==> src/rtl/eptof_pkg.sv <==
// Shared types and constants for the parabolic time-of-flight block.
// Holds the status codes, the fixed port widths, the item record and the period function.
// No dependencies.
`timescale 1ns / 1ps
`default_nettype none

package eptof_pkg;

   localparam int IDX_PORT_W  = 16;
   localparam int ECHO_PORT_W = 48;
   localparam int PKT_W       = 8;
   localparam int TIME_W      = 36;
   localparam int DELTA_W     = 37;
   localparam int STATUS_W    = 2;

   typedef enum logic [STATUS_W-1:0] {
      STATUS_OK    = 2'd0,
      STATUS_FLAT  = 2'd1,
      STATUS_RANGE = 2'd2
   } status_type;

   // Everything about an item that does not take part in the division.
   typedef struct packed {
      logic [PKT_W-1:0]              packet_number;
      logic signed [ECHO_PORT_W-1:0] echo_early;
      logic signed [ECHO_PORT_W-1:0] echo_peak;
      logic signed [ECHO_PORT_W-1:0] echo_late;
      logic [TIME_W-1:0]             time_first;
      logic [TIME_W-1:0]             time_second;
      logic signed [DELTA_W-1:0]     base;
      logic                          neg;
      status_type                    status;
   } info_type;

   // Sample period of the 65 MHz clock in ns, rounded, with frac_bits fractional bits.
   function automatic logic [63:0] period_q(input int frac_bits);
      return ((64'd1000000000 << frac_bits) + 64'd32500000) / 64'd65000000;
   endfunction

endpackage

`default_nettype wire

==> src/rtl/eptof_front.sv <==
// Front end: registers an accepted packet, widens the echoes, forms the curvature terms,
// classifies the item and computes both sample times and the whole-sample base delta.
// Depends on eptof_pkg.
`timescale 1ns / 1ps
`default_nettype none

module eptof_front
   import eptof_pkg::*;
#(
   parameter int FRAC_BITS  = 16,
   parameter int ECHO_BITS  = 48,
   parameter int INDEX_BITS = 16
) (
   input  wire logic                   clock,
   input  wire logic                   reset,
   input  wire logic                   req_valid,
   output logic                        req_ready,
   input  wire logic [IDX_PORT_W-1:0]  req_index_first,
   input  wire logic [IDX_PORT_W-1:0]  req_index_second,
   input  wire logic [ECHO_PORT_W-1:0] req_echo_raw_early,
   input  wire logic [ECHO_PORT_W-1:0] req_echo_raw_peak,
   input  wire logic [ECHO_PORT_W-1:0] req_echo_raw_late,
   input  wire logic [PKT_W-1:0]       req_packet_number,
   output logic                        push_valid,
   input  wire logic                   push_ready,
   output info_type                    push_info,
   output logic [ECHO_BITS-1:0]        push_num,
   output logic [ECHO_BITS:0]          push_den
);

   localparam int PER_W  = FRAC_BITS + 4;
   localparam int DEN_W  = ECHO_BITS + 2;
   localparam int DMAG_W = ECHO_BITS + 1;
   localparam int NMAG_W = ECHO_BITS;
   localparam int TPROD_W = INDEX_BITS + PER_W;
   localparam int BASE_W = INDEX_BITS + PER_W + 2;
   localparam logic [PER_W-1:0] PERIOD = PER_W'(period_q(FRAC_BITS));

   logic                   vld_ff, vld_in;
   logic [INDEX_BITS-1:0]  ia_ff, ib_ff;
   logic [ECHO_BITS-1:0]   e1_ff, e2_ff, e3_ff;
   logic [PKT_W-1:0]       pkt_ff;
   logic                   take;

   logic signed [DEN_W-1:0]  y1, y2, y3, den, num, den_abs, num_abs;
   logic [DMAG_W-1:0]        den_mag;
   logic [NMAG_W-1:0]        num_mag;
   logic [TPROD_W-1:0]       t1, t2;
   logic signed [INDEX_BITS:0] idx_diff;
   logic signed [BASE_W-1:0] diff_ext, per_ext, base;

   assign req_ready = !vld_ff || push_ready;
   assign take      = req_valid && req_ready;
   assign vld_in    = req_ready ? req_valid : vld_ff;

   always_ff @(posedge clock) begin
      if (reset) begin
         vld_ff <= 1'b0;
      end else begin
         vld_ff <= vld_in;
      end
   end

   always_ff @(posedge clock) begin
      if (take) begin
         ia_ff  <= req_index_first[INDEX_BITS-1:0];
         ib_ff  <= req_index_second[INDEX_BITS-1:0];
         e1_ff  <= req_echo_raw_early[ECHO_BITS-1:0];
         e2_ff  <= req_echo_raw_peak[ECHO_BITS-1:0];
         e3_ff  <= req_echo_raw_late[ECHO_BITS-1:0];
         pkt_ff <= req_packet_number;
      end
   end

   always_comb begin
      y1 = DEN_W'(signed'(e1_ff));
      y2 = DEN_W'(signed'(e2_ff));
      y3 = DEN_W'(signed'(e3_ff));
      den = y3 + y1 - (y2 <<< 1);
      num = y3 - y1;
      den_abs = den[DEN_W-1] ? -den : den;
      num_abs = num[DEN_W-1] ? -num : num;
      den_mag = den_abs[DMAG_W-1:0];
      num_mag = num_abs[NMAG_W-1:0];

      t1 = TPROD_W'(ia_ff) * TPROD_W'(PERIOD);
      t2 = TPROD_W'(ib_ff) * TPROD_W'(PERIOD);
      idx_diff = signed'({1'b0, ib_ff}) - signed'({1'b0, ia_ff});
      diff_ext = BASE_W'(idx_diff);
      per_ext  = BASE_W'(signed'({1'b0, PERIOD}));
      base     = diff_ext * per_ext;

      push_info.packet_number = pkt_ff;
      push_info.echo_early    = ECHO_PORT_W'(signed'(e1_ff));
      push_info.echo_peak     = ECHO_PORT_W'(signed'(e2_ff));
      push_info.echo_late     = ECHO_PORT_W'(signed'(e3_ff));
      push_info.time_first    = TIME_W'(t1);
      push_info.time_second   = TIME_W'(t2);
      push_info.base          = DELTA_W'(base);
      push_info.neg           = num[DEN_W-1] ^ den[DEN_W-1];
      if (den == '0) begin
         push_info.status = STATUS_FLAT;
      end else if ((DMAG_W + 1)'(num_mag) > {den_mag, 1'b0}) begin
         push_info.status = STATUS_RANGE;
      end else begin
         push_info.status = STATUS_OK;
      end
   end

   assign push_valid = vld_ff;
   assign push_num   = num_mag;
   assign push_den   = den_mag;

endmodule

`default_nettype wire

==> config.mk <==
export PLATFORM = sky130hd
export DESIGN_NAME = eptof_front
export DESIGN_NICKNAME = d
export VERILOG_FILES = /design/src/rtl/eptof_pkg.sv /design/src/rtl/eptof_front.sv
export SDC_FILE = /design/constraint.sdc
export NUM_CORES = 2
export LEC_CHECK = 0
export BUFFER_PORTS_ARGS = -buffer_cell sky130_fd_sc_hd__buf_2
export CORE_MARGIN = 2
export CORE_UTILIZATION = 40
export DETAILED_ROUTE_END_ITERATION = 12
export GPL_ROUTABILITY_DRIVEN = 0
export PLACE_DENSITY = 0.63
export SLEW_MARGIN = 20
export SYNTH_ARGS = -nofsm -noshare
export SYNTH_HDL_FRONTEND = slang
export SYNTH_SLANG_ARGS = --single-unit
==> constraint.sdc <==
create_clock -name clock -period 11.65 [get_ports clock]
set_input_delay 0.5825 -clock clock [delete_from_list [all_inputs] [get_ports clock]]
set_output_delay 0.5825 -clock clock [all_outputs]
set_load 0.02 [all_outputs]
# Word-level counts from Yosys, hierarchy flattened
# Cells that the tools add are included.
# Widths: inputs -> output; s select.
# totals
regBits	185
latch_bits	0
mem_bits_rw	0
mem_bits_ro	0
output_inout_bits	363
wordCells	26
memories	0
# classes
add_sub_neg	6
n_mul	3
div	0
order_cmp	1
eq_ne	0
shift	0
mux	4
n_bitwise	1
n_reduce_logical	4
# op_table
operator	n
$mul 16x19->35 const B	2
$gt 48x50->1	1
$logic_not 50->1	1
$sub 49x49->50	1
$add 48x48->49	1
$mux 49	1
$neg 49->49	1
$sub 48x48->49	1
$mux 48	1
$neg 48->48	1
$mul 17x20->36 const B	1
$sub 16x16->17	1
$mux 2	2
$logic_and 1x1->1	1
$logic_not 1->1	1
$logic_or 1x1->1	1
$xor 1x1->1	1

# Longest topological paths before layout
# logic_depth
depth_word	7
ltp_mapped	40

# Worst setup path before layout
# No wires, ideal clock.
# synth_path
kind	register to output
from	register ib_ff[0]
to	output port push_info[36] (netlist bit)
arrival_time_ns	8.659
slack_ns	2.409
stages_incl_launch_ff	39
cell_sequence	edfxtp_1 > inv_1 > ha_1 > fa_1 > nor2b_1 > o21ai_0 > a21boi_0 > o21ai_0 > a21boi_0 > o21ai_0 > a21boi_0 > o21ai_0 > a21oi_1 > a31oi_1 > nor2b_1 > o21ai_0 > nand2b_1 > fa_1 > [3 not listed] > fa_1 > inv_1 > fa_1 > inv_1 > fa_1 > fa_1 > inv_1 > ha_1 > and2_1 > a31oi_1 > o21ai_0 > a21oi_1 > a211oi_1 > a41o_1 > or4_1 > a31o_2 > a21oi_1 > xnor2_1
# synth_rtl
element	line	rtl
start, declared	eptof_front.sv:40	logic [INDEX_BITS-1:0] ia_ff, ib_ff;
start signal, assigned	eptof_front.sv:67	ib_ff <= req_index_second[INDEX_BITS-1:0];
end, declared	eptof_front.sv:26	output info_type push_info,

==> flow_summary.rst <==
.. list-table::
   :header-rows: 1

   * - Metric
     - Value
   * - Data arrival, critical path
     - 10350 ps
   * - Area contributors post-synth
     - sky130_fd_sc_hd__fa_1, sky130_fd_sc_hd__ha_1, sky130_fd_sc_hd__edfxtp_1
   * - Gr usage total
     - 24.46%
   * - Post-synth top area cell
     - sky130_fd_sc_hd__fa_1
   * - Wire length per cell after detailed routing
     - 19.96 µm
   * - DRT Wirelength
     - 107700 µm
   * - Number of failing hold endpoints at the final stage
     - 0
   * - Worst min path class
     - in -> reg
   * - WHS Path Cells
     - 2
   * - Mean cell area of the mapped netlist
     - 9.280 µm²
   * - Area of combinational cells with multiple inputs
     - 25380 µm²
   * - Total grt overflow
     - 0
   * - Boundary pin count
     - 551
   * - Peak clock frequency supported by timing
     - 91.50 MHz
   * - Total CTS buffers
     - 17
   * - Starting density of the core
     - 40.37%
   * - Shortest clock period the worst path allows after layout
     - 10930 ps
   * - Run status
     - complete, no violations
   * - Area used by sequential logic in the layout
     - 5545 µm²
   * - TritonCTS clock tree
     - yes
   * - Slew at the pin closest to its max-slew limit
     - 1048 ps
   * - Setup Crit Path Kind
     - reg -> out
   * - Number of antenna violations at the first check in global routing
     - 6
   * - Number of clock sinks
     - 185
   * - Drc violations
     - 0
   * - Sum of negative setup slack
     - 0 ps
   * - Register area share after synthesis
     - 16.11%
   * - Number of enable flip-flop cells after synthesis
     - 184
   * - Total of fill cells in the finished design
     - 8369
   * - Share of the synthesized area in the top cell type
     - 22.56%
   * - Total Die Area
     - 88430 µm²
   * - Unrepaired setup endpoints after global routing
     - no
   * - Portion of the clock cycle consumed by the worst path in the final layout
     - 93.82%
   * - Number of H-tree branching levels
     - 4
   * - Number of diodes added for antenna fixing
     - 0
   * - First-pass GRT wire length
     - 164700 µm
   * - Via count
     - 27850
   * - Later-pin clock latency in the skew report
     - 530 ps
   * - HPWL after detailed placement
     - 95260 µm
   * - Top cells by count, synth
     - sky130_fd_sc_hd__inv_1, sky130_fd_sc_hd__ha_1, sky130_fd_sc_hd__fa_1
   * - Die Span X
     - 297.4 µm
   * - Largest fanout on the critical path
     - 9
   * - Count of mapped cells out of synthesis
     - 3710
   * - Setup crit end kind
     - primary output
   * - Port Buffers
     - 547
   * - Dominant synthesized flop cell
     - sky130_fd_sc_hd__edfxtp_1
   * - Combined area of all synthesized cells
     - 34430 µm²
   * - Area grow syn2layout
     - 13.54%
   * - Clock input transition at the sequential cells of the worst setup and hold paths
     - 80 ps
   * - Iter 0 DRT Violations
     - 1718
   * - Maximum number of pins on one net before global-route repair
     - 72
   * - First-pass DRT Iterations
     - 5
   * - Worst setup skew after layout
     - 23.93 ps
   * - Vias in the first global route
     - 28620
   * - CP peak stage delay
     - 620 ps
   * - Clk buf depth
     - 2
   * - # setup viols final
     - 0
   * - Count of unique library cells instantiated by Yosys
     - 96
   * - Slowest CP cell
     - sky130_fd_sc_hd__fa_1
   * - Vertical extent of the die
     - 297.4 µm
   * - Required time reported for the critical path endpoint
     - 11070 ps
   * - Post-synthesis async set-or-reset flop share
     - 0%
   * - Cell mode on critical path
     - sky130_fd_sc_hd__fa_1
   * - Number of nets in the finished design
     - 5398
   * - Final Max Slew Viols
     - 0
   * - Clock root buffer
     - sky130_fd_sc_hd__clkbuf_16
   * - Number of maximum-capacitance violations
     - 0
   * - Remaining antenna violation count
     - 0
   * - Count leader, synth
     - sky130_fd_sc_hd__inv_1
   * - Reg2Reg Depth
     - 3
   * - Yosys warnings
     - 0
   * - Fraction of layout cells with a size suffix above 1
     - 15.31%
   * - Slew Limit Headroom
     - 30.12%
   * - Per-cell via count in the routed design
     - 5.160
   * - Synth Register Bits
     - 185
   * - Floorplan Core Area
     - 85280 µm²
   * - Startpoint type of the worst setup path
     - register
   * - Number of core rows
     - 107
[layer usage]
layer / vias to the layer above / wire [µm] / GRT usage [%]
met5: - / 13 / 0
li1: 13320 / - / -
met1: 13400 / 43450 / 29.44
met3: 168 / 6507 / 3.732
met4: 2 / 4053 / 9.235
met2: 949 / 53710 / 43.86
[stage by stage]
| step | util, % | instance area [µm²] | cells | hold WS (ps) | setup slack [ps] |
|---|---|---|---|---|---|
| finish | 45.84 | 39090 | 5396 | 213.8 | 720.5 |
| global placement | 45.08 | 38440 | 5362 | 512.1 | 1479 |
| detailed placement | 45.08 | 38440 | 5362 | 522.6 | 1285 |
| CTS | 45.80 | 39060 | 5393 | 167.9 | 524.8 |
| global route | 45.84 | 39090 | 5396 | 183.7 | 40.28 |
| floorplan | - | 34440 | 3712 | 651.6 | 2409 |
[state kept, by name, indices dropped and copies added (netlist names)]
register,flops
ib_ff,16
ia_ff,16
pkt_ff,8
e2_ff,48
e3_ff,48
e1_ff,48
push_valid,1
[repair_timing]
| item | in CTS | in global routing |
|---|---|---|
| endpoints found under the hold margin | 0 | 0 |
| resized for setup | 0 | 3 |
| hold buffers | 0 | 0 |
| endpoints found under the setup margin | 0 | 2 |
| buffers inserted | 0 | 3 |
[area by class of cell]
class	instances	share of cell area, %
Sequential cell	185	14.19
Multi-Input combinational cell	2595	64.92
Timing Repair Buffer	554	7.138
Clock buffer	17	1.088
Clock inverter	14	0.4801
Tap cell	1144	3.662
Inverter	887	8.527
[logic make-up (layout without fill, tap and decap cells)]
logic type / after synthesis / in the layout / synth area share, %
other: 1 / 3 / 0.01089
xor gates and xnor gates: 271 / 271 / 6.894
and+or+nand+nor: 654 / 654 / 9.663
DFF: 185 / 185 / 16.11
adders and majority gates: 970 / 970 / 43.71
buffers and inverters: 932 / 1472 / 10.26
AOI/OAI and AO/OA: 688 / 688 / 13.09
muxes: 9 / 9 / 0.2689
[cells in the final DEF (no fill, tap or decap), types with 85 or more instances in the layout]
cell	Yosys	layout
sky130_fd_sc_hd__fa_1	388	388
sky130_fd_sc_hd__edfxtp_1	184	184
sky130_fd_sc_hd__xnor2_1	185	185
sky130_fd_sc_hd__xor2_1	86	85
sky130_fd_sc_hd__nand2_1	155	155
sky130_fd_sc_hd__inv_1	886	885
sky130_fd_sc_hd__ha_1	582	582
sky130_fd_sc_hd__a21oi_1	200	200
sky130_fd_sc_hd__o21ai_0	131	130
sky130_fd_sc_hd__buf_2	2	547
sky130_fd_sc_hd__a21o_1	86	86
sky130_fd_sc_hd__nor2_1	157	157
[path summary, 6_finish.rpt]
path	startpoint	endpoint	slack, ps
setup / recovery	ib_ff[0]	push_info[36]	720
hold / removal	reset	push_valid	210
setup reg to reg	push_valid	e3_ff[3]	9350
hold reg to reg	push_valid	push_valid	530
[critical path: cells and delay by family (launching register included)]
kind | cells | cell delay, ps
adder cells (fa/ha/maj) | 9 | 4050
AND/OR/NAND/NOR | 3 | 810
buffers and inverters | 7 | 750
AO/OA/AOI/OAI | 16 | 3220
XOR/XNOR | 2 | 380
flip-flops | 1 | 610
Power is not shown: default switching activity piles up to over one toggle a cycle in this logic, so the estimate is an artifact.
