[src/rtl/eptof_queue.sv]
// Small first-in first-out queue between the front and the back of the block.
// Generic in width and depth; no package dependency.
`timescale 1ns / 1ps
`default_nettype none

module eptof_queue #(
   parameter int WIDTH      = 8,
   parameter int DEPTH_LOG2 = 2
) (
   input  wire logic             clock,
   input  wire logic             reset,
   input  wire logic             push_valid,
   output logic                  push_ready,
   input  wire logic [WIDTH-1:0] push_data,
   output logic                  pop_valid,
   input  wire logic             pop_ready,
   output logic [WIDTH-1:0]      pop_data
);

   localparam int DEPTH = 1 << DEPTH_LOG2;

   logic [WIDTH-1:0]      store_ff [DEPTH];
   logic [DEPTH_LOG2-1:0] wr_ptr_ff, wr_ptr_in;
   logic [DEPTH_LOG2-1:0] rd_ptr_ff, rd_ptr_in;
   logic [DEPTH_LOG2:0]   count_ff, count_in;
   logic                  do_push, do_pop;

   assign push_ready = count_ff != (DEPTH_LOG2 + 1)'(DEPTH);
   assign pop_valid  = count_ff != '0;
   assign pop_data   = store_ff[rd_ptr_ff];
   assign do_push    = push_valid && push_ready;
   assign do_pop     = pop_valid && pop_ready;

   always_comb begin
      wr_ptr_in = do_push ? wr_ptr_ff + 1'b1 : wr_ptr_ff;
      rd_ptr_in = do_pop ? rd_ptr_ff + 1'b1 : rd_ptr_ff;
      count_in  = count_ff;
      if (do_push && !do_pop) begin
         count_in = count_ff + 1'b1;
      end else if (do_pop && !do_push) begin
         count_in = count_ff - 1'b1;
      end
   end

   always_ff @(posedge clock) begin
      if (reset) begin
         wr_ptr_ff <= '0;
         rd_ptr_ff <= '0;
         count_ff  <= '0;
      end else begin
         wr_ptr_ff <= wr_ptr_in;
         rd_ptr_ff <= rd_ptr_in;
         count_ff  <= count_in;
      end
   end

   always_ff @(posedge clock) begin
      if (do_push) begin
         store_ff[wr_ptr_ff] <= push_data;
      end
   end

endmodule

`default_nettype wire

[config.mk]
export PLATFORM = sky130hd
export DESIGN_NAME = eptof_queue
export DESIGN_NICKNAME = d
export VERILOG_FILES = /design/src/rtl/eptof_queue.sv
export SDC_FILE = /design/constraint.sdc
export NUM_CORES = 1
export LEC_CHECK = 0
export ABC_AREA = 1
export ABC_CLOCK_PERIOD_IN_PS = 3100
export CORE_MARGIN = 4
export CORE_UTILIZATION = 30
export CTS_CLUSTER_SIZE = 16
export DETAILED_ROUTE_END_ITERATION = 16
export DONT_BUFFER_PORTS = 1
export PLACE_DENSITY = 0.45
export SLEW_MARGIN = 30
export SYNTH_ARGS = -nofsm -noshare
export SYNTH_HDL_FRONTEND = slang
export SYNTH_SLANG_ARGS = --single-unit
[constraint.sdc]
create_clock -name clock -period 3.1 [get_ports clock]
set_clock_uncertainty 0.05 [all_clocks]
set_input_delay 0.62 -clock clock [delete_from_list [all_inputs] [get_ports clock]]
set_output_delay 0.62 -clock clock [all_outputs]
set_load 0.05 [all_outputs]
Word-level counts from Yosys, hierarchy flattened
Memory sizes are Yosys's and may differ from the RTL's. A register that Yosys moved wholly into a read port is not among the register bits.
Index checks and enable logic that the tools add are counted.
{"block": "word_totals", "word_cells": 23, "rom_bits": 0, "ramBits": 32, "ff_bits": 7, "out_inout_bits": 10, "latch_bits": 0, "inputBits": 12, "mem_count": 1}
{"block": "classes", "order_cmp": 0, "n_addsub": 4, "shifts": 0, "n_mul": 0, "bitwise_logic": 0, "eq_ne": 1, "n_div": 0, "reduce_logical": 8, "n_mux": 6}
{"memory": "store_ff", "depth": 4, "word_bits": 8, "rd": 1, "rd_ports_with_merged_regs": 1, "write_ports": 1, "line": "22", "text": "logic [WIDTH-1:0] store_ff [DEPTH];"}
{"cell": "3-bit two-way mux", "n": 2}
{"cell": "2-bit by 1-bit adder with 2-bit output, second input constant", "n": 2}
{"cell": "1-bit logical AND", "n": 4}
{"cell": "2-bit two-way mux", "n": 2}
{"cell": "3-bit by 1-bit adder with 3-bit output, second input constant", "n": 1}
{"cell": "3-bit != test, second input constant", "n": 1}
{"cell": "3-bit nonzero test", "n": 1}
{"cell": "3-bit by 1-bit subtractor with 3-bit output, second input constant", "n": 1}
{"cell": "1-bit logical NOT", "n": 2}
{"cell": "1-bit two-way mux", "n": 2}
{"cell": "2-bit nonzero test", "n": 1}

Logic depth before layout (Yosys ltp)
Gate-level depths: netlist (run 1).
{"block": "depth", "word_depth": 6, "mapped_depth": 13, "mapped_depth_nobuf": 13}

Worst setup path before layout (run 1)
No wires, ideal clock.
{"block": "synth_timing", "kind": "reg-to-output", "startpoint": "register (tool-made name)", "endpoint": "output port pop_data[2]", "path_stages_with_launch": 4, "slack_ns": 1.024, "required_time_ns": 2.430, "arrival_time_ns": 1.406, "n_path_buf": 1, "cell_sequence": "dfxtp_1 buf_6 o21ai_1 o22ai_1"}
{"item": "to (decl)", "line": "17", "text": "output logic [WIDTH-1:0] pop_data"}

==> qor.yml, run 1 <==
outcome:
  status: "complete, no violations"
cells_and_area:
  multiInputGateArea_um2: 464
  fin_cells: 229
  diodes: 0
  nNetsFinal: 175
  ff_latch_area_um2: 1140
  postLayoutCoreUtil: 0.346
  syn2layout_area_growth_pct: 12.1
  fillers: 557
  drive_gt1_frac: 0.153
floorplan:
  io_pins: 22
  die_h_um: 83.0
  die_w_um: 83.0
  dieArea_um2: 6890
  start_util: 0.308
  core_um2: 5470
  num_rows: 27
placement:
  place_hpwl_um: 2200
  dp_cells: 222
  place.gp.congestion: 0.742
  port_buffers: 0
clock_network:
  clk_pin_slew_ns: 0.07
  root_buffer: "clkbuf_8"
  post_cts_buffers: 0
  cts_hold_buf: 0
  clk_latency_ns: 0.29
  cts.htree.levels: 2
  tritoncts: "built"
  cts_sinks: 41
  cts_made_buffers: 5
  ctsLongestPathBuffers: 2
  ctsResizeCount: 0
flow_run:
  maxCapViolations: 0
routing:
  m1WireLength_um: 1240
  dr.pass1.iters: 6
  drt-vias-per-instance: 4.54
  maxUsedRoutingLayer: "met4"
  wl_um: 3110
  ant_nets: 0
  drtIter0Drc: 34
  post_drt_wl_per_cell_um: 13.6
  wl_met2_um: 1580
  drc: 0
  dr_total_vias: 1039
  met3_length_um: 232
yosys:
  syn_area_um2: 1690
  synth_top_area_cell: "edfxtp_1"
  synth_top_area_share: 0.569
  avgSynthCellArea_um2: 11.7
  syn_inst: 144
  synth_compound_area_frac: 0.0956
  muxShareOfSynthArea: 0
  yosys_register_bits: 41
  synth-simple-area-share: 0.125
  synth_nets: 162
  yosys.cell_types.count: 19
  ys_warn_count: 0
  synth_top_family_by_area: "simple AND/OR/NAND/NOR gates"
  ys_seq_area_frac: 0.676
  synth_fa_ha_area_frac: 0.0489
  ys_top_cells_by_area: "edfxtp_1 57%, dfxtp_1 11%, nor2_1 6.2%"
  synth-xor-area-share: 0.00519
power_and_ir_drop:
  leakage_nw: 0.689
  p_sw_mw: 0.682
  vdd_drop_max_mv: 0.393
  p_sw_frac: 0.405
  combPwrFrac: 0.372
  power.density_nw_per_um2: 891
  p_seq_frac: 0.438
  p_int_mw: 1.00
  clkPwrFrac: 0.190
sta:
  setup_viol_count_final: 0
  timing.fmax_mhz: 406
  tightest_slew_ns: 0.810
  finalCritPeriodShare: 0.795
  relSlewSlack: 0.458
  post-route-min-period_ns: 2.46
  hold_slack_ns: 0.340
  hold_viol: 0
  tns_ns: 0
  rsz0062_at_grt: "no"
  slew_viol_final: 0
min_path:
  hold_path_end: "rd_ptr_ff[0]$_SDFFE_PP0P_"
  min_from: "reset"
  hp-class: "in2reg"
  holdPathStages: 1
setup_path:
  cp_max_fo: 17
  r2r_slack_ns: 1.01
  rr_worst_depth: 13
  cp.arrival_ns: 1.79
  end_kind: "primary output"
  critical_path.startpoint_type: "flop"
  max_stage_delay_ns: 0.69
  cp.required_ns: 2.43
  r2r-start: "count_ff[0]$_SDFFE_PP0P_"
  r2r-end: "count_ff[2]$_SDFFE_PP0P_"
  crit_type: "reg2out"
  critical_path.cell_chain: "inv_2 > o21ai_0 > o22ai_1 > buf_4"
  cp_slowest_cell: "dfxtp_1"
grt:
  first_global_vias: 1064
  antenna_found_initial: 0
  grt_max_degree: 18
  grt_overflow: 0
  grt_pass1_wl_um: 5040
  grt_usage: 0.0957
## area by class of cell
cell class              instances  share of cell area
flip-flops and latches         41               0.603
multi-input cells              85               0.245
well taps                      72              0.0476
clock buffers                   6              0.0384
repair buffers                  8              0.0317
inverters                      16              0.0317
clock inverters                 1             0.00198
## cell usage in the layout, fill, tap and decap left out
cell type,Yosys,routed
clkinv_1,0,1
nand3b_1,1,1
nand2_2,4,4
o22ai_1,8,8
fa_1,1,1
clkbuf_1,0,1
o21ai_1,1,1
xor2_1,1,1
o21ai_2,3,3
edfxtp_1,32,32
nand2_1,11,11
a21oi_1,3,3
dfxtp_1,9,9
clkbuf_8,0,5
buf_4,0,8
inv_2,2,2
nand3_1,4,4
ha_1,5,5
nor2_2,2,2
inv_1,14,14
o21ai_0,13,13
nor2_1,28,28
## cells in the mapped netlist (all sizes together)
master and count:
a21oi 3, buf 2, dfxtp 9, edfxtp 32, fa 1, ha 5, inv 16, nand2 15
nand3 4, nand3b 1, nor2 30, o21ai 17, o22ai 8, xor2 1
## worst max-delay path, delay by kind of cell, from the launching register on
| kind | cells | cell delay, ns |
|---|---|---|
| compound gates | 2 | 0.34 |
| buf+inv | 2 | 0.47 |
| flops | 1 | 0.69 |
## per-layer routing
layer / track usage / up-vias
met5: 0 / -
met4: 0.0401 / 0
li1: - / 516
met2: 0.160 / 23
met3: 0.0546 / 5
met1: 0.0981 / 495
## state kept, by name, indices dropped and copies added, names as in the netlist, named ones only
signal / cells
wr_ptr_ff: 2
count_ff: 3
store_ff: 32
rd_ptr_ff: 2
## worst max-delay path by stage
stage	from	endpoint	slack, ns	cells past startpoint
after floorplan	flop	pop_data[2]	1.02	3
after global placement	flop	pop_data[3]	0.99	4
after detailed placement	flop	pop_data[6]	0.91	4
after CTS	flop	pop_data[6]	0.59	4
after global routing	flop	pop_data[4]	0.50	4
final	flop	pop_data[6]	0.64	4
## stage by stage
step	worst slack, ns	instance area (µm²)	power (mW)
2_1_floorplan	1.02	1690	1.24
3_3_place_gp	0.986	1820	1.37
3_5_place_dp	0.913	1820	1.39
4_1_cts	0.592	1890	1.71
5_1_grt	0.503	1890	1.79
6_report	0.637	1890	1.69
## power groups by stage
| stage | Sequential, mW | Clock (mW) | Combinational, mW |
|---|---|---|---|
| after floorplan | 0.726 | 0 | 0.513 |
| after global placement | 0.748 | 0 | 0.622 |
| after detailed placement | 0.753 | 0 | 0.636 |
| after CTS | 0.740 | 0.330 | 0.638 |
| after global routing | 0.750 | 0.356 | 0.684 |
| final | 0.738 | 0.320 | 0.628 |
## cell families (layout without fill, tap and decap cells)
family          after synthesis  after routing
flops                        41             41
xor+xnor                      1              1
buf+inv                      18             31
compound gates               28             28
fa+ha+maj                     6              6
simple gates                 50             50
No activity file was read; power rests on OpenSTA's default activity.
==> inputs of run 2 (changes only) <==
--- a/config.mk
+++ b/config.mk
@@ -6,13 +6,13 @@
 export NUM_CORES = 1
 export LEC_CHECK = 0
 export ABC_AREA = 1
-export ABC_CLOCK_PERIOD_IN_PS = 3100
+export ABC_CLOCK_PERIOD_IN_PS = 1990
 export CORE_MARGIN = 4
 export CORE_UTILIZATION = 30
 export CTS_CLUSTER_SIZE = 16
 export DETAILED_ROUTE_END_ITERATION = 16
 export DONT_BUFFER_PORTS = 1
-export PLACE_DENSITY = 0.45
+export PLACE_DENSITY = 0.46
 export SLEW_MARGIN = 30
 export SYNTH_ARGS = -nofsm -noshare
 export SYNTH_HDL_FRONTEND = slang
==> constraint.sdc (replaced) <==
create_clock -name clock -period 1.99 [get_ports clock]
set_clock_uncertainty 0.05 [all_clocks]
set_input_delay 0.398 -clock clock [delete_from_list [all_inputs] [get_ports clock]]
set_output_delay 0.398 -clock clock [all_outputs]
set_load 0.05 [all_outputs]
==> run 2 against run 1 <==
Routed wire length is 7.0% higher; clock power increased by 61%; sequential share of layout area is 2.3 points lower; combinational power is 74% higher; cell area rose by 4.2%; worst setup slack got worse by 0.49 ns; non-clock buffer count rose by 9; global-route usage is 0.57 points higher; register-to-register slack worse by 0.86 ns; total power up 62%; critical path type is now reg2reg.
==> qor.yml, run 2 (synthesis gave the netlist of run 1 again) <==
clock_network:
  clk_pin_slew_ns: 0.07
  clk_latency_ns: 0.29
  cts_sinks: 41
  cts_made_buffers: 5
  ctsLongestPathBuffers: 2
  tritoncts: "built"
  root_buffer: "clkbuf_8"
  cts.htree.levels: 2
setup_path:
  crit_type: "reg2reg"
  rr_worst_depth: 9
  critical_path.cell_chain: "nor2_2 > nand2_2 > nand2_2 > inv_2 > ha_1 > inv_1 > fa_1 > o21ai_0 > nor2_1"
  end_kind: "flop"
  cp.arrival_ns: 1.98
  max_stage_delay_ns: 0.41
  cp_slowest_cell: "fa_1"
  critical_path.startpoint_type: "flop"
  cp.required_ns: 2.12
  cp_common_cell: "nand2_2"
  cp_max_fo: 5
sta:
  relSlewSlack: 0.866
  finalCritPeriodShare: 0.926
  slew_viol_final: 0
  hold_slack_ns: 0.117
  tightest_slew_ns: 0.200
  tns_ns: 0
  rsz0062_at_grt: "no"
  setup_viol_count_final: 0
  timing.fmax_mhz: 542
  hold_viol: 0
  post-route-min-period_ns: 1.84
grt:
  first_global_vias: 1090
  grt_max_degree: 17
  grt_overflow: 0
  grt_pass1_wl_um: 5440
  antenna_found_initial: 0
  grt_usage: 0.101
power_and_ir_drop:
  vdd_drop_max_mv: 0.455
  combPwrFrac: 0.397
  p_int_mw: 1.63
  p_seq_frac: 0.415
  power.density_nw_per_um2: 1390
  clkPwrFrac: 0.188
  power.total_mw: 2.73
  p_sw_mw: 1.10
  leakage_nw: 0.744
  p_sw_frac: 0.402
floorplan:
  core_um2: 5470
  die_w_um: 83.0
  dieArea_um2: 6890
  start_util: 0.308
  num_rows: 27
  io_pins: 22
  die_h_um: 83.0
cells_and_area:
  diodes: 0
  layout.cells.most_common_list: "32 x edfxtp_1, 28 x nor2_1, 17 x buf_4"
  fillers: 555
  reg_top3: "store_ff (32), count_ff (3)"
  final_common_cell: "edfxtp_1"
  drive_gt1_frac: 0.234
  largest-register: "store_ff"
  nNetsFinal: 184
  syn2layout_area_growth_pct: 16.8
  largest_reg_flops: 32
outcome:
  status: "complete, no violations"
placement:
  place.gp.congestion: 0.806
  port_buffers: 0
  place_hpwl_um: 2330
min_path:
  hp-class: "in2reg"
  holdPathStages: 1
routing:
  ant_nets: 0
  wl_um: 3330
  drc: 0
  drtIter0Drc: 41
  dr_total_vias: 1060
  drt-vias-per-instance: 4.44
  post_drt_wl_per_cell_um: 13.9
  dr.pass1.iters: 4
flow_run:
  maxCapViolations: 0
==> run 2: repair_timing <==
action / CTS / global route
setup endpoints to repair: 2 / 4
gates cloned: 0 / 0
gates resized for setup: 1 / 5
setup buffers: 0 / 0
hold buffers: 0 / 0
==> run 2: power groups by stage <==
stage | clock network, mW | logic, mW | registers [mW]
after CTS | 0.530 | 1.10 | 1.13
after global placement | 0 | 1.07 | 1.14
after global routing | 0.568 | 1.18 | 1.15
final | 0.514 | 1.09 | 1.13
after detailed placement | 0 | 1.10 | 1.15
after floorplan | 0 | 0.799 | 1.13
==> run 2: worst max-delay path: cells and delay by family, from the launching register on <==
family,cells,cell delay (ns)
AO/OA/AOI/OAI,1,0.17
adder cells (fa/ha/maj),2,0.61
buffers and inverters,2,0.15
flip-flops,1,0.35
AND/OR/NAND/NOR,4,0.41
==> run 2: final cells by class <==
type                    count  area [µm²]  share of cell area
well taps                  72        90.1              0.0457
flip-flops and latches     41        1140               0.581
multi-input cells          85         464               0.235
inverters                  16        62.6              0.0317
clock inverters             2        10.0             0.00508
repair buffers             17         128              0.0647
clock buffers               6        72.6              0.0368
==> run 2: stage by stage <==
| step | setup WS, ns | instances | cell area (µm²) | utilization |
|---|---|---|---|---|
| final | 0.146 | 239 | 1970 | 0.360 |
| after global routing | 0.00630 | 239 | 1970 | 0.360 |
| after CTS | 0.0323 | 239 | 1970 | 0.359 |
| after detailed placement | 0.159 | 231 | 1880 | 0.344 |
| after global placement | 0.225 | 231 | 1880 | 0.344 |
| after floorplan | 0.0570 | 144 | 1690 | - |
==> run 2: per-layer routing <==
layer / GRT usage / vias to the layer above / routed length (µm)
met1: 0.118 / 502 / 1420
li1: - / 536 / -
met2: 0.169 / 17 / 1680
met3: 0.0397 / 5 / 181
met4: 0.0357 / 0 / 51
met5: 0 / - / 0
==> run 2: final timing paths <==
kind | start | to | slack [ns]
max | count_ff[1]$_SDFFE_PP0P_ | count_ff[1]$_SDFFE_PP0P_ | 0.15
min reg2reg | rd_ptr_ff[1]$_SDFFE_PP0P_ | flop | 0.45
max reg2reg | count_ff[1]$_SDFFE_PP0P_ | count_ff[1]$_SDFFE_PP0P_ | 0.15
min | reset | flop | 0.12
==> inputs of run 3 (changes only) <==
--- a/config.mk
+++ b/config.mk
@@ -12,7 +12,7 @@
 export CTS_CLUSTER_SIZE = 16
 export DETAILED_ROUTE_END_ITERATION = 16
 export DONT_BUFFER_PORTS = 1
-export PLACE_DENSITY = 0.46
+export PLACE_DENSITY = 0.43
 export SLEW_MARGIN = 30
 export SYNTH_ARGS = -nofsm -noshare
 export SYNTH_HDL_FRONTEND = slang
==> run 3 against run 2 <==
Global-route usage decreased by 0.18 points; largest power group unchanged; critical endpoint is now pop_data[6]; die area unchanged; fmax decreased by 0.94%.
==> qor.yml, run 3 (synthesis gave the netlist of run 1 again) <==
outcome:
  status: "complete, no violations"
sta:
  post-route-min-period_ns: 1.86
  rsz0062_at_grt: "yes"
  setup_slack_ns: 0.129
  timing.fmax_mhz: 537
  tightest_slew_ns: 0.305
  finalCritPeriodShare: 0.935
  hold_viol: 0
  relSlewSlack: 0.796
  slew_viol_final: 0
  setup_viol_count_final: 0
cells_and_area:
  fillers: 564
  nNetsFinal: 184
  multiInputGateArea_um2: 464
  largest-register: "store_ff"
  syn2layout_area_growth_pct: 17.8
  ff_latch_area_um2: 1140
  final_common_cell: "edfxtp_1"
  drive_gt1_frac: 0.240
  diodes: 0
  reg_top3: "store_ff (32), count_ff (3)"
  layout.cells.most_common_list: "32 x edfxtp_1, 28 x nor2_1, 17 x buf_4"
  largest_reg_flops: 32
  postLayoutCoreUtil: 0.363
grt:
  grt_usage: 0.0997
  antenna_found_initial: 0
  grt_max_degree: 17
  grt_overflow: 0
  grt_pass1_wl_um: 5220
  first_global_vias: 1078
power_and_ir_drop:
  p_seq_frac: 0.403
  p_sw_frac: 0.390
  leakage_nw: 0.752
  clkPwrFrac: 0.207
  power.density_nw_per_um2: 1410
  combPwrFrac: 0.390
  p_int_mw: 1.71
  vdd_drop_max_mv: 0.494
  p_sw_mw: 1.09
routing:
  wl_um: 3190
  drc: 0
  drtIter0Drc: 30
  drt-vias-per-instance: 4.39
  post_drt_wl_per_cell_um: 13.3
  ant_nets: 0
  dr_total_vias: 1050
  dr.pass1.iters: 4
floorplan:
  die_w_um: 83.0
  io_pins: 22
  core_um2: 5470
  num_rows: 27
  dieArea_um2: 6890
  die_h_um: 83.0
  start_util: 0.308
clock_network:
  clk_pin_slew_ns: 0.08
  cts_made_buffers: 5
  clk_latency_ns: 0.29
  tritoncts: "built"
  cts_sinks: 41
  root_buffer: "clkbuf_8"
  cts_hold_buf: 0
  cts.htree.levels: 2
  ctsLongestPathBuffers: 2
flow_run:
  maxCapViolations: 0
setup_path:
  cp.required_ns: 1.54
  critical_path.startpoint_type: "flop"
  cp.arrival_ns: 1.41
  crit_type: "reg2out"
  end_kind: "primary output"
  cp_max_fo: 16
placement:
  port_buffers: 0
  pre_cts_ws_ns: 0.115
  place_hpwl_um: 2260
  place.gp.congestion: 0.826
min_path:
  hp-class: "in2reg"
run 3: stage by stage:
step	instances	hold WS [ns]	total power, mW	TNS [ns]	cell area (µm²)
after CTS	239	0.104	2.83	0	1980
after global placement	231	0.418	2.22	0	1880
final	239	0.116	2.80	0	1990
after floorplan	144	0.409	1.93	0	1690
after detailed placement	231	0.421	2.24	0	1880
after global routing	239	0.0932	2.98	-0.0229	1990
run 3: worst max-delay path, cell delays in order (launching register included):
cell and delay (ns):
dfxtp_1 0.33, inv_2 0.24, nor2_1 0.08, o22ai_1 0.23
buf_4 0.24
run 3: final timing paths:
kind | from | end | slack, ns | depth (start not counted)
setup / recovery | flop | pop_data[6] | 0.13 | 4
hold / removal | reset | rd_ptr_ff[0]$_SDFFE_PP0P_ | 0.12 | 1
setup reg to reg | count_ff[0]$_SDFFE_PP0P_ | count_ff[1]$_SDFFE_PP0P_ | 0.16 | 9
hold reg to reg | rd_ptr_ff[1]$_SDFFE_PP0P_ | flop | 0.44 | 2
run 3: power groups by stage:
| stage | sequential [mW] | combinational, mW | clock, mW |
|---|---|---|---|
| after floorplan | 1.13 | 0.799 | 0 |
| after global placement | 1.14 | 1.08 | 0 |
| after detailed placement | 1.14 | 1.10 | 0 |
| after CTS | 1.12 | 1.11 | 0.599 |
| after global routing | 1.14 | 1.20 | 0.632 |
| final | 1.13 | 1.09 | 0.580 |
run 3: repair_timing:
action                                  in CTS  in global routing
resized for setup                            0                  5
buffers inserted                             0                  0
endpoints found under the setup margin       0                  8
run 3: final cells by class:
type,instances,area share
timing repair buffer,17,0.0642
sequential,41,0.576
clock buffer,7,0.0485
inverter,16,0.0302
multi-input combinational,85,0.233
tap,72,0.0453
clock inverter,1,0.00252
run 3: per-layer routing:
layer  vias to the layer above  wire length [µm]  track usage  part of all wire
met5                         -                 0            0                 0
met4                         0                57       0.0401             0.018
met3                         6               175       0.0456             0.055
met2                        18              1650        0.170              0.52
met1                       491              1300        0.107              0.41
li1                        535                 -            -                 -
